$ cat config.mk
export PLATFORM = sky130hd
export DESIGN_NAME = framed_packet_deframer_heartbeat_flat
export DESIGN_NICKNAME = d
export VERILOG_FILES = /design/src/rtl/core/fpdh_pkg.sv /design/src/rtl/core/fpdh_item_if.sv /design/src/rtl/core/fpdh_result_if.sv /design/src/rtl/core/fpdh_cfg_if.sv /design/src/rtl/core/framed_packet_deframer_heartbeat.sv /design/src/flat_wrapper.sv
export SDC_FILE = /design/constraint.sdc
export NUM_CORES = 1
export LEC_CHECK = 0
export ABC_AREA = 1
export BUFFER_PORTS_ARGS = -buffer_cell sky130_fd_sc_hd__buf_2
export CAP_MARGIN = 5
export CORE_UTILIZATION = 25
export DETAILED_ROUTE_END_ITERATION = 10
export PLACE_DENSITY = 0.38
export RECOVER_POWER = 50
export SLEW_MARGIN = 5
export SYNTH_ARGS = -nofsm -noshare
export SYNTH_HDL_FRONTEND = slang
export SYNTH_SLANG_ARGS = --single-unit
export TNS_END_PERCENT = 50
$ cat constraint.sdc
create_clock -name clk -period 3.2 [get_ports clk]
set_clock_uncertainty 0.15 [all_clocks]
set_input_delay 0.48 -clock clk [delete_from_list [all_inputs] [get_ports clk]]
set_output_delay 0.48 -clock clk [all_outputs]
set_load 0.05 [all_outputs]
$ cat src/rtl/core/fpdh_pkg.sv
// shared constants and types of the packet deframer with heartbeat
package fpdh_pkg;

  localparam int PAYLOAD_BYTES = 4;
  localparam int CNT_W         = $clog2(PAYLOAD_BYTES + 1);
  localparam int DATA_W        = 64;
  localparam int SIL_W         = 16;
  localparam int CFG_IDX_W     = 8;
  localparam int CFG_DATA_W    = 16;

  localparam logic [CFG_IDX_W-1:0] REG_SYNC_FIRST    = CFG_IDX_W'(0);
  localparam logic [CFG_IDX_W-1:0] REG_SYNC_SECOND   = CFG_IDX_W'(1);
  localparam logic [CFG_IDX_W-1:0] REG_PING_CODE     = CFG_IDX_W'(2);
  localparam logic [CFG_IDX_W-1:0] REG_TIMEOUT_TICKS = CFG_IDX_W'(3);

  localparam logic [7:0]       SYNC_FIRST_RST  = 8'd170;
  localparam logic [7:0]       SYNC_SECOND_RST = 8'd85;
  localparam logic [7:0]       PING_CODE_RST   = 8'd80;
  localparam logic [SIL_W-1:0] TIMEOUT_RST     = SIL_W'(5);

  localparam logic FUNC_BYTE = 1'b0;
  localparam logic FUNC_TICK = 1'b1;

  typedef enum logic [3:0] {
    PH_SYNC1 = 4'b0001,
    PH_SYNC2 = 4'b0010,
    PH_DATA  = 4'b0100,
    PH_CHECK = 4'b1000
  } phase_t;

endpackage

$ cat src/rtl/core/fpdh_item_if.sv
// input item channel: received byte or time tick
interface fpdh_item_if;
  logic       valid;
  logic       ready;
  logic       func;
  logic [7:0] rx_byte;

  modport source (output valid, output func, output rx_byte, input ready);
  modport sink (input valid, input func, input rx_byte, output ready);
endinterface

$ cat src/rtl/core/fpdh_result_if.sv
// result item channel: heartbeat events and delivered packet
interface fpdh_result_if;
  logic                        valid;
  logic                        ready;
  logic                        send_pong;
  logic                        link_up_event;
  logic                        link_lost_event;
  logic                        packet_ready;
  logic                        checksum_error;
  logic [fpdh_pkg::DATA_W-1:0] packet_data;

  modport source (output valid, output send_pong, output link_up_event,
                  output link_lost_event, output packet_ready, output checksum_error,
                  output packet_data, input ready);
  modport sink (input valid, input send_pong, input link_up_event,
                input link_lost_event, input packet_ready, input checksum_error,
                input packet_data, output ready);
endinterface

$ cat src/rtl/core/fpdh_cfg_if.sv
// configuration write channel
interface fpdh_cfg_if;
  logic                            valid;
  logic                            ready;
  logic [fpdh_pkg::CFG_IDX_W-1:0]  index;
  logic [fpdh_pkg::CFG_DATA_W-1:0] data;

  modport source (output valid, output index, output data, input ready);
  modport sink (input valid, input index, input data, output ready);
endinterface

$ cat src/rtl/core/framed_packet_deframer_heartbeat.sv
// top level: two-sync-byte packet deframer with xor checksum and heartbeat link watch
//
// Each input item is a received byte or a time tick and yields exactly one result item.
// An item is handled combinationally by the parser and link logic, and its result
// sits in a single result register; a new item is taken whenever that register is
// empty or its item is being taken in the same cycle, so the block sustains one item
// per cycle while the result side is ready. Configuration writes are always accepted
// and take effect at the next item.
module framed_packet_deframer_heartbeat (
  input logic            clk,
  input logic            rst,
  fpdh_item_if.sink      item,
  fpdh_result_if.source  result,
  fpdh_cfg_if.sink       cfg
);

  logic [7:0]                       sync_first;
  logic [7:0]                       sync_second;
  logic [7:0]                       ping_code;
  logic [fpdh_pkg::SIL_W-1:0]       timeout_ticks;

  fpdh_pkg::phase_t                 phase, phase_next;
  logic [7:0]                       store [fpdh_pkg::PAYLOAD_BYTES];
  logic [7:0]                       store_next [fpdh_pkg::PAYLOAD_BYTES];
  logic [fpdh_pkg::CNT_W-1:0]       cnt, cnt_next;
  logic [7:0]                       xsum, xsum_next;
  logic                             link_alive, link_alive_next;
  logic [fpdh_pkg::SIL_W-1:0]       silence, silence_next;

  logic                             pong, up_ev, lost_ev, ready_ev, err_ev;
  logic [fpdh_pkg::DATA_W-1:0]      data_c;
  logic                             accept;

  assign cfg.ready  = 1'b1;
  assign item.ready = !result.valid || result.ready;
  assign accept     = item.valid && item.ready;

  // configuration registers
  always_ff @(posedge clk) begin
    if (rst) begin
      sync_first    <= fpdh_pkg::SYNC_FIRST_RST;
      sync_second   <= fpdh_pkg::SYNC_SECOND_RST;
      ping_code     <= fpdh_pkg::PING_CODE_RST;
      timeout_ticks <= fpdh_pkg::TIMEOUT_RST;
    end else if (cfg.valid) begin
      case (cfg.index)
        fpdh_pkg::REG_SYNC_FIRST:    sync_first    <= cfg.data[7:0];
        fpdh_pkg::REG_SYNC_SECOND:   sync_second   <= cfg.data[7:0];
        fpdh_pkg::REG_PING_CODE:     ping_code     <= cfg.data[7:0];
        fpdh_pkg::REG_TIMEOUT_TICKS: timeout_ticks <= cfg.data[fpdh_pkg::SIL_W-1:0];
        default: ;
      endcase
    end
  end

  always_comb begin
    phase_next      = phase;
    store_next      = store;
    cnt_next        = cnt;
    xsum_next       = xsum;
    link_alive_next = link_alive;
    silence_next    = silence;
    pong            = 1'b0;
    up_ev           = 1'b0;
    lost_ev         = 1'b0;
    ready_ev        = 1'b0;
    err_ev          = 1'b0;
    data_c          = '0;

    if (item.func == fpdh_pkg::FUNC_TICK) begin
      if (silence != {fpdh_pkg::SIL_W{1'b1}}) begin
        silence_next = silence + fpdh_pkg::SIL_W'(1);
      end
      if (link_alive && (silence_next > timeout_ticks)) begin
        link_alive_next = 1'b0;
        lost_ev         = 1'b1;
      end
    end else if (item.rx_byte == ping_code) begin
      pong            = 1'b1;
      up_ev           = !link_alive;
      link_alive_next = 1'b1;
      silence_next    = '0;
      phase_next      = fpdh_pkg::PH_SYNC1;
      cnt_next        = '0;
      xsum_next       = '0;
      for (int i = 0; i < fpdh_pkg::PAYLOAD_BYTES; i++) store_next[i] = '0;
    end else begin
      case (phase)
        fpdh_pkg::PH_SYNC1: begin
          if (item.rx_byte == sync_first) phase_next = fpdh_pkg::PH_SYNC2;
        end
        fpdh_pkg::PH_SYNC2: begin
          if (item.rx_byte == sync_second) begin
            phase_next = fpdh_pkg::PH_DATA;
            cnt_next   = '0;
            xsum_next  = '0;
            for (int i = 0; i < fpdh_pkg::PAYLOAD_BYTES; i++) store_next[i] = '0;
          end else if (item.rx_byte != sync_first) begin
            phase_next = fpdh_pkg::PH_SYNC1;
          end
        end
        fpdh_pkg::PH_DATA: begin
          for (int i = 0; i < fpdh_pkg::PAYLOAD_BYTES; i++) begin
            if (cnt == fpdh_pkg::CNT_W'(i)) store_next[i] = item.rx_byte;
          end
          xsum_next = xsum ^ item.rx_byte;
          cnt_next  = cnt + fpdh_pkg::CNT_W'(1);
          if (cnt_next == fpdh_pkg::CNT_W'(fpdh_pkg::PAYLOAD_BYTES)) begin
            phase_next = fpdh_pkg::PH_CHECK;
          end
        end
        default: begin
          if (item.rx_byte == xsum) begin
            if (link_alive) begin
              ready_ev = 1'b1;
              for (int i = 0; i < fpdh_pkg::PAYLOAD_BYTES; i++) data_c[8*i +: 8] = store[i];
            end
          end else begin
            err_ev = 1'b1;
          end
          phase_next = fpdh_pkg::PH_SYNC1;
          cnt_next   = '0;
          xsum_next  = '0;
          for (int i = 0; i < fpdh_pkg::PAYLOAD_BYTES; i++) store_next[i] = '0;
        end
      endcase
    end
  end

  // parser and link state
  always_ff @(posedge clk) begin
    if (rst) begin
      phase      <= fpdh_pkg::PH_SYNC1;
      cnt        <= '0;
      xsum       <= '0;
      link_alive <= 1'b0;
      silence    <= '0;
      for (int i = 0; i < fpdh_pkg::PAYLOAD_BYTES; i++) store[i] <= '0;
    end else if (accept) begin
      phase      <= phase_next;
      cnt        <= cnt_next;
      xsum       <= xsum_next;
      link_alive <= link_alive_next;
      silence    <= silence_next;
      store      <= store_next;
    end
  end

  // result register
  always_ff @(posedge clk) begin
    if (rst) begin
      result.valid <= 1'b0;
    end else if (accept) begin
      result.valid <= 1'b1;
    end else if (result.ready) begin
      result.valid <= 1'b0;
    end
  end

  always_ff @(posedge clk) begin
    if (accept) begin
      result.send_pong       <= pong;
      result.link_up_event   <= up_ev;
      result.link_lost_event <= lost_ev;
      result.packet_ready    <= ready_ev;
      result.checksum_error  <= err_ev;
      result.packet_data     <= data_c;
    end
  end

  a_up_needs_pong: assert property (@(posedge clk) disable iff (rst)
    result.valid && result.link_up_event |-> result.send_pong)
    else $error("link up event without pong");

  a_data_only_when_ready: assert property (@(posedge clk) disable iff (rst)
    result.valid && !result.packet_ready |-> result.packet_data == '0)
    else $error("packet data without packet");

  a_ready_err_exclusive: assert property (@(posedge clk) disable iff (rst)
    result.valid |-> !(result.packet_ready && result.checksum_error))
    else $error("packet both good and bad");

  a_ping_brings_link_up: assert property (@(posedge clk) disable iff (rst)
    accept && item.func == fpdh_pkg::FUNC_BYTE && item.rx_byte == ping_code
    |=> link_alive && silence == '0 && phase == fpdh_pkg::PH_SYNC1)
    else $error("ping did not restore link state");

  a_lost_needs_alive: assert property (@(posedge clk) disable iff (rst)
    accept && lost_ev |-> link_alive && item.func == fpdh_pkg::FUNC_TICK)
    else $error("link lost without live link");

endmodule

$ cat src/flat_wrapper.sv
// flat-port wrapper written by rule: the top's interface ports become plain ports
module framed_packet_deframer_heartbeat_flat 
  (clk, rst, item_valid, item_func, item_rx_byte, item_ready, result_valid, result_send_pong, result_link_up_event, result_link_lost_event, result_packet_ready, result_checksum_error, result_packet_data, result_ready, cfg_valid, cfg_index, cfg_data, cfg_ready);
  fpdh_item_if item_i ();
  fpdh_result_if result_i ();
  fpdh_cfg_if cfg_i ();
  input logic clk;
  input logic rst;
  input wire logic [$bits(item_i.valid)-1:0] item_valid;
  input wire logic [$bits(item_i.func)-1:0] item_func;
  input wire logic [$bits(item_i.rx_byte)-1:0] item_rx_byte;
  output wire logic [$bits(item_i.ready)-1:0] item_ready;
  output wire logic [$bits(result_i.valid)-1:0] result_valid;
  output wire logic [$bits(result_i.send_pong)-1:0] result_send_pong;
  output wire logic [$bits(result_i.link_up_event)-1:0] result_link_up_event;
  output wire logic [$bits(result_i.link_lost_event)-1:0] result_link_lost_event;
  output wire logic [$bits(result_i.packet_ready)-1:0] result_packet_ready;
  output wire logic [$bits(result_i.checksum_error)-1:0] result_checksum_error;
  output wire logic [$bits(result_i.packet_data)-1:0] result_packet_data;
  input wire logic [$bits(result_i.ready)-1:0] result_ready;
  input wire logic [$bits(cfg_i.valid)-1:0] cfg_valid;
  input wire logic [$bits(cfg_i.index)-1:0] cfg_index;
  input wire logic [$bits(cfg_i.data)-1:0] cfg_data;
  output wire logic [$bits(cfg_i.ready)-1:0] cfg_ready;
  assign item_i.valid = item_valid;
  assign item_i.func = item_func;
  assign item_i.rx_byte = item_rx_byte;
  assign item_ready = item_i.ready;
  assign result_valid = result_i.valid;
  assign result_send_pong = result_i.send_pong;
  assign result_link_up_event = result_i.link_up_event;
  assign result_link_lost_event = result_i.link_lost_event;
  assign result_packet_ready = result_i.packet_ready;
  assign result_checksum_error = result_i.checksum_error;
  assign result_packet_data = result_i.packet_data;
  assign result_i.ready = result_ready;
  assign cfg_i.valid = cfg_valid;
  assign cfg_i.index = cfg_index;
  assign cfg_i.data = cfg_data;
  assign cfg_ready = cfg_i.ready;
  framed_packet_deframer_heartbeat u_core (.clk(clk), .rst(rst), .item(item_i), .result(result_i), .cfg(cfg_i));
endmodule
==> qor.json, run 1 <==
{
  "grt_pass1_vias": 5221,
  "wl_per_cell_um": 12.3,
  "route.vias.total": 5705,
  "cts_root_buf": "clkbuf_16",
  "hold_path_class": "input port to flip-flop",
  "fmax_mhz": 344,
  "worstReg2RegEnd": "u_core.result.link_lost_event",
  "grt_first_pass_wirelength_mm": 27.7,
  "maximum_number_of_pins_on_one_net_before_global_route_repair": 50,
  "clock_tree.htree_level_count": 4,
  "crit_path_end_kind": "flip-flop",
  "fp.dieArea_mm2": 0.0295,
  "first_pass_iters": 5,
  "timing.final.crit_share": 0.907,
  "critical_path_required_ns": 3.23,
  "chipWidth_um": 172,
  "post-dp-hpwl_mm": 12.4,
  "syn_inst": 963,
  "drt_iter0_drc": 281,
  "vias_cell": 4.01,
  "run_status": "complete, no violations",
  "post_detailed_routing_wire_length_mm": 17.5,
  "reg2reg_depth": 17,
  "worst_pin_slew_ns": 1.14,
  "area_used_by_sequential_logic_in_the_layout_mm2": 0.00321,
  "post_synth.cell_area_avg_um2": 7.47,
  "finalSetupTns_ns": 0,
  "timing.critical_path.from_type": "flip-flop",
  "yosysUniqueCellTypes": 37,
  "regToRegSetupSlack_ns": 0.30,
  "grt-busiest-layer": "met2",
  "yosysWarningCount": 0,
  "met1_layer_usage_reported_by_global_route": 0.155,
  "combinationalPowerShare": 0.100,
  "endpoint": "u_core.result.link_lost_event",
  "placement_rows": 61,
  "antenna_violating_nets_left": 0,
  "setup_viol": 0,
  "overflow": 0,
  "power_frac_clock": 0.456,
  "power.static_leakage_nw": 3.60,
  "count_of_nets_after_finishing": 1092,
  "max-clock-path-buffers": 2,
  "core_area_mm2": 0.0280,
  "crit_start": "u_core.silence[0]",
  "layout.core_utilization": 0.299,
  "die_height_um": 172,
  "slew_viol_final": 0,
  "boundaryPins": 110,
  "switching_share": 0.295,
  "groute.layer.met2.usage": 0.208,
  "area_of_the_multi_input_gates_mm2": 0.00316,
  "clk_slew_on_worst_s_h_paths_ns": 0.07,
  "clock_insertion_delay_worst_skew_ns": 0.43,
  "place.port_buffers": 76,
  "final_common_cell": "nand2_1",
  "highest_net_fanout_along_the_worst_path": 5,
  "arrival_ns": 2.93,
  "synthesis.area_mm2": 0.00720,
  "worst-setup-path-type": "flip-flop to flip-flop",
  "floorplan.initialDensity": 0.257,
  "timing.final.hold_violations": 0,
  "cts_made_buffers": 17,
  "grtUsageTotal": 0.124,
  "finalWorstPathRequiredPeriod_ns": 2.90,
  "power_report.internal_total_mw": 3.01,
  "flow.area_growth_from_synthesis_pct": 16.4,
  "diodes": 0,
  "number_of_antenna_violations_at_the_first_check_in_global_routing": 0,
  "seq_power_share": 0.444,
  "synth_seq_cells": 142,
  "layout_common_cells": "nand2_1, inv_1, nor2_1, dfxtp_1",
  "met3_track_utilization_from_global_routing": 0.0285,
  "worst_slew_margin_rel": 0.242,
  "p_per_area_mw_per_mm2": 510,
  "r2r-start": "u_core.silence[0]",
  "filler_cell_count": 3135,
  "rsz0062_at_grt": "no",
  "p_sw_mw": 1.26,
  "final_replace_weighted_congestion": 0.752,
  "tritoncts": "built",
  "yosysSeqAreaShare": 0.447,
  "numClockSinks": 142,
  "route.detailed.drc": 0,
  "post_route_cells_drive_above_1_share": 0.109,
  "ir_drop_v": 0.000271,
  "maxCapViolCount": 0
}
how the worst min path moves through the flow:
stage | start | end | slack (ns) | cells after the start
2_1_floorplan | u_core.timeout_ticks[15] | u_core.timeout_ticks[15] | 0.29 | 2
3_3_place_gp | u_core.timeout_ticks[12] | u_core.timeout_ticks[12] | 0.31 | 2
6_report | cfg_data[3] | u_core.sync_first[3] | 0.17 | 3
3_5_place_dp | u_core.sync_second[3] | u_core.sync_second[3] | 0.31 | 2
4_1_cts | cfg_data[3] | u_core.sync_first[3] | 0.17 | 3
5_1_grt | cfg_data[3] | u_core.sync_first[3] | 0.19 | 3
Yosys cell counts, drive strengths merged:
cell type | number | area [um^2]
xnor2 | 17 | 149
or2 | 1 | 6.26
clkbuf | 13 | 48.8
o21ai | 38 | 194
xor2 | 15 | 131
edfxtp | 37 | 1110
o211ai | 7 | 52.6
dfxtp | 105 | 2100
a21oi | 55 | 287
nand3b | 2 | 15.0
inv | 141 | 529
nand4 | 16 | 100
conb | 2 | 7.51
nand3 | 54 | 285
or3 | 1 | 6.26
nor3b | 1 | 7.51
nor2 | 134 | 518
a31oi | 1 | 6.26
buf | 56 | 377
clkinv | 1 | 3.75
nand2 | 233 | 927
nor4 | 1 | 6.26
nor3 | 10 | 50.1
ha | 22 | 275
power by group through the flow:
stage | Combinational, mW | Sequential [mW] | Clock, mW
after floorplan | 0.292 | 2.02 | 0
after global placement | 0.443 | 1.94 | 0
after detailed placement | 0.442 | 1.94 | 0
after CTS | 0.443 | 1.90 | 2.02
after global routing | 0.472 | 1.90 | 2.09
final | 0.427 | 1.90 | 1.95
cells by family after synthesis:
kind of cell             share of synthesized area
AO/OA/AOI/OAI                               0.0749
buffers and inverters                        0.133
flip-flops                                   0.447
XOR/XNOR                                    0.0389
adder cells (fa/ha/maj)                     0.0383
AND/OR/NAND/NOR                              0.267
other                                      0.00104
critical path, stage by stage, from the launching register on:
cell     delay, ns
dfxtp_2       0.38
ha_1          0.17
nand2_1       0.07
nor2_1        0.09
nand2_1       0.11
nor2_4        0.14
nand4_1       0.23
buf_4         0.23
o21ai_1       0.16
ha_1          0.27
a21oi_1       0.14
o21ai_0       0.08
a21oi_1       0.13
nand2_1       0.07
nand2_1       0.08
a21oi_1       0.07
nand2_1       0.06
nor2_1        0.03
through the flow:
| stage | total power, mW | setup WS (ns) | hold slack [ns] | instances | instance area (um^2) |
|---|---|---|---|---|---|
| 2_1_floorplan | 2.31 | 0.421 | 0.285 | 994 | 7310 |
| 3_5_place_dp | 2.38 | 0.206 | 0.309 | 1390 | 7840 |
| 5_1_grt | 4.47 | 0.0346 | 0.186 | 1423 | 8380 |
| 4_1_cts | 4.36 | 0.186 | 0.168 | 1422 | 8400 |
| 6_report | 4.27 | 0.296 | 0.174 | 1423 | 8380 |
| 3_3_place_gp | 2.38 | 0.248 | 0.305 | 1390 | 7840 |
what timing repair did:
item / in CTS / in global routing
hold buffers: 0 / 0
buffers inserted: 0 / 1
resized for setup: 0 / 6
setup endpoints to repair: 0 / 2
per-layer routing:
metal | vias up | routed length (um) | share of wire
met3 | 5 | 578 | 0.033
li1 | 3082 | - | -
met5 | - | 0 | 0
met4 | 0 | 114 | 0.0065
met2 | 100 | 8400 | 0.48
met1 | 2518 | 8420 | 0.48
cell type report:
class,instances,share of cell area
Sequential cell,142,0.384
Multi-Input combinational cell,641,0.377
Inverter,142,0.0636
Tap cell,378,0.0565
Clock inverter,15,0.0172
Timing Repair Buffer,88,0.0512
Clock buffer,17,0.0508
registers in the layout, indices dropped and copies added (netlist names), 3 cells and up:
signal,count
u_core.sync_first,8
u_core.timeout_ticks,16
u_core.phase,4
u_core.ping_code,8
u_core.result.packet_data,32
u_core.cnt,3
u_core.silence,16
u_core.sync_second,8
u_core.xsum,8
u_core.store,32
(Power assumes the default switching activity.)
==> run 2, diff against run 1 <==
--- a/config.mk
+++ b/config.mk
@@ -5,7 +5,6 @@
 export SDC_FILE = /design/constraint.sdc
 export NUM_CORES = 1
 export LEC_CHECK = 0
-export ABC_AREA = 1
 export BUFFER_PORTS_ARGS = -buffer_cell sky130_fd_sc_hd__buf_2
 export CAP_MARGIN = 5
 export CORE_UTILIZATION = 25
==> run 2 against run 1 <==
Critical path depth is 4 lower. Sequential power barely moved. Die area down 3.4%. Global-route usage rose by 0.61 points. Wire length is 2.2% higher. Clock power is essentially flat. Synthesized cell count fell by 24%. Hold slack worse by 0.037 ns. Non-clock buffer count rose by 14. Critical endpoint is now u_core.link_alive.
==> qor.json, run 2 <==
{
  "timing.critical_path.from_type": "flip-flop",
  "crit_family": "compound AO/OA/AOI/OAI gates",
  "maxCapViolCount": {"value": 0, "change": "unchanged"},
  "synth_top_area_cell": "dfxtp_1",
  "rsz0062_at_grt": "no",
  "synth_common_cells": "dfxtp_1, nor2_1, inv_1, xnor2_1, nand3_1",
  "postSynth.asyncResetShare": {"value": 0, "change": "unchanged"},
  "worst-setup-path-type": "flip-flop to flip-flop",
  "numClockSinks": {"value": 142, "change": "unchanged"},
  "grt_first_pass_wirelength": {"value": 28.2, "unit": "mm", "change": "+1.9%"},
  "core_area": {"value": 0.0271, "unit": "mm^2", "change": "-3.2%"},
  "yosysUniqueCellTypes": {"value": 63, "change": "+70%"},
  "clk_slew_on_worst_s_h_paths": {"value": 0.07, "unit": "ns", "change": "about the same"},
  "cts_made_buffers": {"value": 17, "change": "unchanged"},
  "post-synth-top-count-cell": "dfxtp_1",
  "worstReg2RegEnd": "u_core.link_alive",
  "power.static_leakage": {"value": 3.08, "unit": "nW", "change": "-14%"},
  "timing.final.hold_violations": {"value": 0, "change": "unchanged"},
  "ir_drop": {"value": 0.000314, "unit": "V", "change": "+16%"},
  "critical_path.max_stage_delay": {"value": 0.35, "unit": "ns", "change": "-0.03 ns"},
  "run_status": "complete, no violations",
  "critical_path_cell_sequence": "ha_1, nand2_1, nor4_4, buf_4, nand3_4, mux2_4, ha_1, nor2b_1, o211ai_1, a21oi_1, o21bai_1, a31oi_1, a211oi_1",
  "synth-edff-count": {"value": 37, "change": "unchanged"},
  "first_pass_iters": {"value": 6, "change": "+1"},
  "post_detailed_routing_wire_length": {"value": 17.9, "unit": "mm", "change": "+2.2%"},
  "synth_largest_type_area_fraction": {"value": 0.303, "change": "+0.0105"},
  "grtUsageTotal": {"value": 0.130, "change": "+0.00612"},
  "synthesis.area": {"value": 0.00695, "unit": "mm^2", "change": "-3.5%"},
  "route.vias.total": {"value": 5189, "change": "-9.0%"},
  "flow.area_growth_from_synthesis_pct": 17.7,
  "layout_common_cells": "dfxtp_1, nor2_1, inv_1, clkbuf_1, xnor2_1",
  "crit_path_end_kind": "flip-flop",
  "filler_cell_count": {"value": 2899, "change": "-7.5%"},
  "cts_root_buf": "clkbuf_16",
  "setup_viol": {"value": 0, "change": "unchanged"},
  "number_of_antenna_violations_at_the_first_check_in_global_routing": {"value": 1, "change": "+1"},
  "cts_hold_buffers": {"value": 0, "change": "unchanged"},
  "arrival": {"value": 3.22, "unit": "ns", "change": "+0.29 ns"},
  "post_synth.cell_area_avg": {"value": 9.50, "unit": "um^2", "change": "+27%"},
  "area_contributors_post_synth": "dfxtp_1, edfxtp_1, xnor2_1",
  "vias_cell": {"value": 4.36, "change": "+8.7%"},
  "timing.final.crit_share": {"value": 0.946, "change": "+0.0388"},
  "yosysSeqAreaShare": {"value": 0.463, "change": "+0.0160"},
  "highest_net_fanout_along_the_worst_path": {"value": 8, "change": "+3"},
  "slew_viol_final": {"value": 0, "change": "unchanged"},
  "dp_slack": {"value": 0.109, "unit": "ns", "change": "-0.0970 ns"},
  "wl_per_cell": {"value": 15.0, "unit": "um", "change": "+22%"},
  "postSynth.topFlopCell": "dfxtp_1",
  "timing.critical_path.depth": {"value": 13, "change": "-4"},
  "fp.dieArea": {"value": 0.0285, "unit": "mm^2", "change": "-3.4%"},
  "route.detailed.drc": {"value": 0, "change": "unchanged"},
  "cts_setup_buffers": {"value": 0, "change": "unchanged"},
  "drt_iter0_drc": {"value": 280, "change": "-0.36%"},
  "placement_rows": {"value": 60, "change": "-1.6%"},
  "synth_seq_cells": {"value": 142, "change": "unchanged"},
  "hold_path_class": "input port to flip-flop",
  "boundaryPins": {"value": 110, "change": "unchanged"},
  "min_to": "u_core.timeout_ticks[11]",
  "final_common_cell": "dfxtp_1",
  "syn_inst": {"value": 731, "change": "-24%"},
  "diodes": {"value": 0, "change": "unchanged"},
  "timing.hold.worst_path_depth": {"value": 3, "change": "unchanged"},
  "final_replace_weighted_congestion": {"value": 0.753, "change": "+0.12%"},
  "largestRegisters": "u_core.result.packet_data (32), u_core.store (32)",
  "p_per_area": {"value": 512, "unit": "mW/mm^2", "change": "+0.45%"},
  "overflow": {"value": 0, "change": "unchanged"},
  "r2r-start": "u_core.silence[0]",
  "maximum_number_of_pins_on_one_net_before_global_route_repair": {"value": 36, "change": "-28%"},
  "antenna_violating_nets_left": {"value": 0, "change": "unchanged"},
  "fmax": {"value": 330, "unit": "MHz", "change": "-4.1%"},
  "count_of_nets_after_finishing": {"value": 866, "change": "-21%"},
  "tritoncts": "built",
  "max-clock-path-buffers": {"value": 2, "change": "unchanged"},
  "dominant_cell_type_by_count_on_the_critical_path": "ha_1",
  "crit_buf_inv": {"value": 1, "change": "unchanged"},
  "place.port_buffers": {"value": 76, "change": "unchanged"},
  "ctsResizeCount": {"value": 0, "change": "unchanged"},
  "clock_insertion_delay_worst_skew": {"value": 0.42, "unit": "ns", "change": "about the same"},
  "worst_slew_margin_rel": {"value": 0.0232, "change": "-0.219"},
  "post_route_cells_drive_above_1_share": {"value": 0.131, "change": "+0.0216"},
  "finalWorstPathRequiredPeriod": {"value": 3.03, "unit": "ns", "change": "+0.124 ns"},
  "timing.critical_path.slowest_stage_cell": "mux2_4",
  "reg2reg_depth": {"value": 13, "change": "-4"},
  "clock_tree.htree_level_count": {"value": 4, "change": "unchanged"},
  "die_height": {"value": 169, "unit": "um", "change": "-1.7%"},
  "regToRegSetupSlack": {"value": 0.17, "unit": "ns", "change": "-0.12 ns"},
  "finalSetupTns": {"value": 0, "unit": "ns", "change": "unchanged"},
  "final_critical_path_setup_slack": {"value": 0.172, "unit": "ns", "change": "-0.124 ns"},
  "min-delay-start": "cfg_data[11]",
  "floorplan.initialDensity": {"value": 0.256, "change": "-0.000565"},
  "yosysWarningCount": {"value": 0, "change": "unchanged"},
  "worst_pin_slew": {"value": 1.47, "unit": "ns", "change": "+0.328 ns"},
  "post-dp-hpwl": {"value": 12.6, "unit": "mm", "change": "+1.5%"},
  "critical_path_required": {"value": 3.39, "unit": "ns", "change": "+0.16 ns"},
  "chipWidth": {"value": 169, "unit": "um", "change": "-1.7%"},
  "grt_pass1_vias": {"value": 4926, "change": "-5.7%"}
}
run 2: cell type report:
cell class                      count  area, um^2  share of cell area
Clock buffer                       17         425              0.0521
Clock inverter                     15         149              0.0182
Inverter                           52         195              0.0239
Multi-Input combinational cell    491        3210               0.392
Sequential cell                   142        3210               0.393
Tap cell                          372         465              0.0570
Timing Repair Buffer              102         518              0.0634
run 2: layer usage:
| layer | GRT usage | share of wire | up-vias | wire, um |
|---|---|---|---|---|
| li1 | - | - | 2664 | - |
| met1 | 0.168 | 0.49 | 2408 | 8710 |
| met2 | 0.217 | 0.47 | 98 | 8410 |
| met3 | 0.0248 | 0.031 | 17 | 547 |
| met4 | 0.0415 | 0.012 | 2 | 212 |
| met5 | 0 | 0.00061 | - | 11 |
run 2: worst max-delay path by stage:
stage / start / end / slack (ns)
3_3_place_gp: u_core.silence[4] / u_core.link_alive / 0.18
6_report: u_core.silence[0] / u_core.link_alive / 0.17
4_1_cts: u_core.silence[4] / u_core.link_alive / 0.09
3_5_place_dp: u_core.silence[4] / u_core.link_alive / 0.11
5_1_grt: u_core.silence[1] / u_core.link_alive / 0.02
2_1_floorplan: u_core.silence[0] / u_core.link_alive / 0.20
run 2: metrics by stage:
step | hold WS [ns] | instance area, um^2 | util | std cells | total power, mW
global placement | 0.303 | 7660 | 0.283 | 1159 | 2.30
global route | 0.148 | 8170 | 0.302 | 1191 | 4.34
detailed placement | 0.300 | 7660 | 0.283 | 1159 | 2.30
floorplan | 0.284 | 7060 | - | 762 | 2.22
CTS | 0.119 | 8240 | 0.304 | 1191 | 4.26
finish | 0.138 | 8170 | 0.302 | 1191 | 4.19
run 2: cell families after synthesis:
group / synth area share
adders and majority gates: 0.0396
xor gates and xnor gates: 0.0542
AOI/OAI and AO/OA: 0.131
other: 0.00108
buffers and inverters: 0.0920
muxes: 0.0396
DFF: 0.463
and+or+nand+nor: 0.180
run 2: where the power goes:
group	switching, mW	internal, mW
logic	0.302	0.0708
registers	0.00895	1.87
clock network	0.904	1.04
run 2: worst reg2reg max path: cells and delay by family, from the launching register on:
family | cells | cell delay [ns]
multiplexers | 1 | 0.35
flip-flops | 1 | 0.33
AND/OR/NAND/NOR | 4 | 0.70
adder cells (fa/ha/maj) | 2 | 0.46
AO/OA/AOI/OAI | 5 | 0.74
buffers and inverters | 1 | 0.22
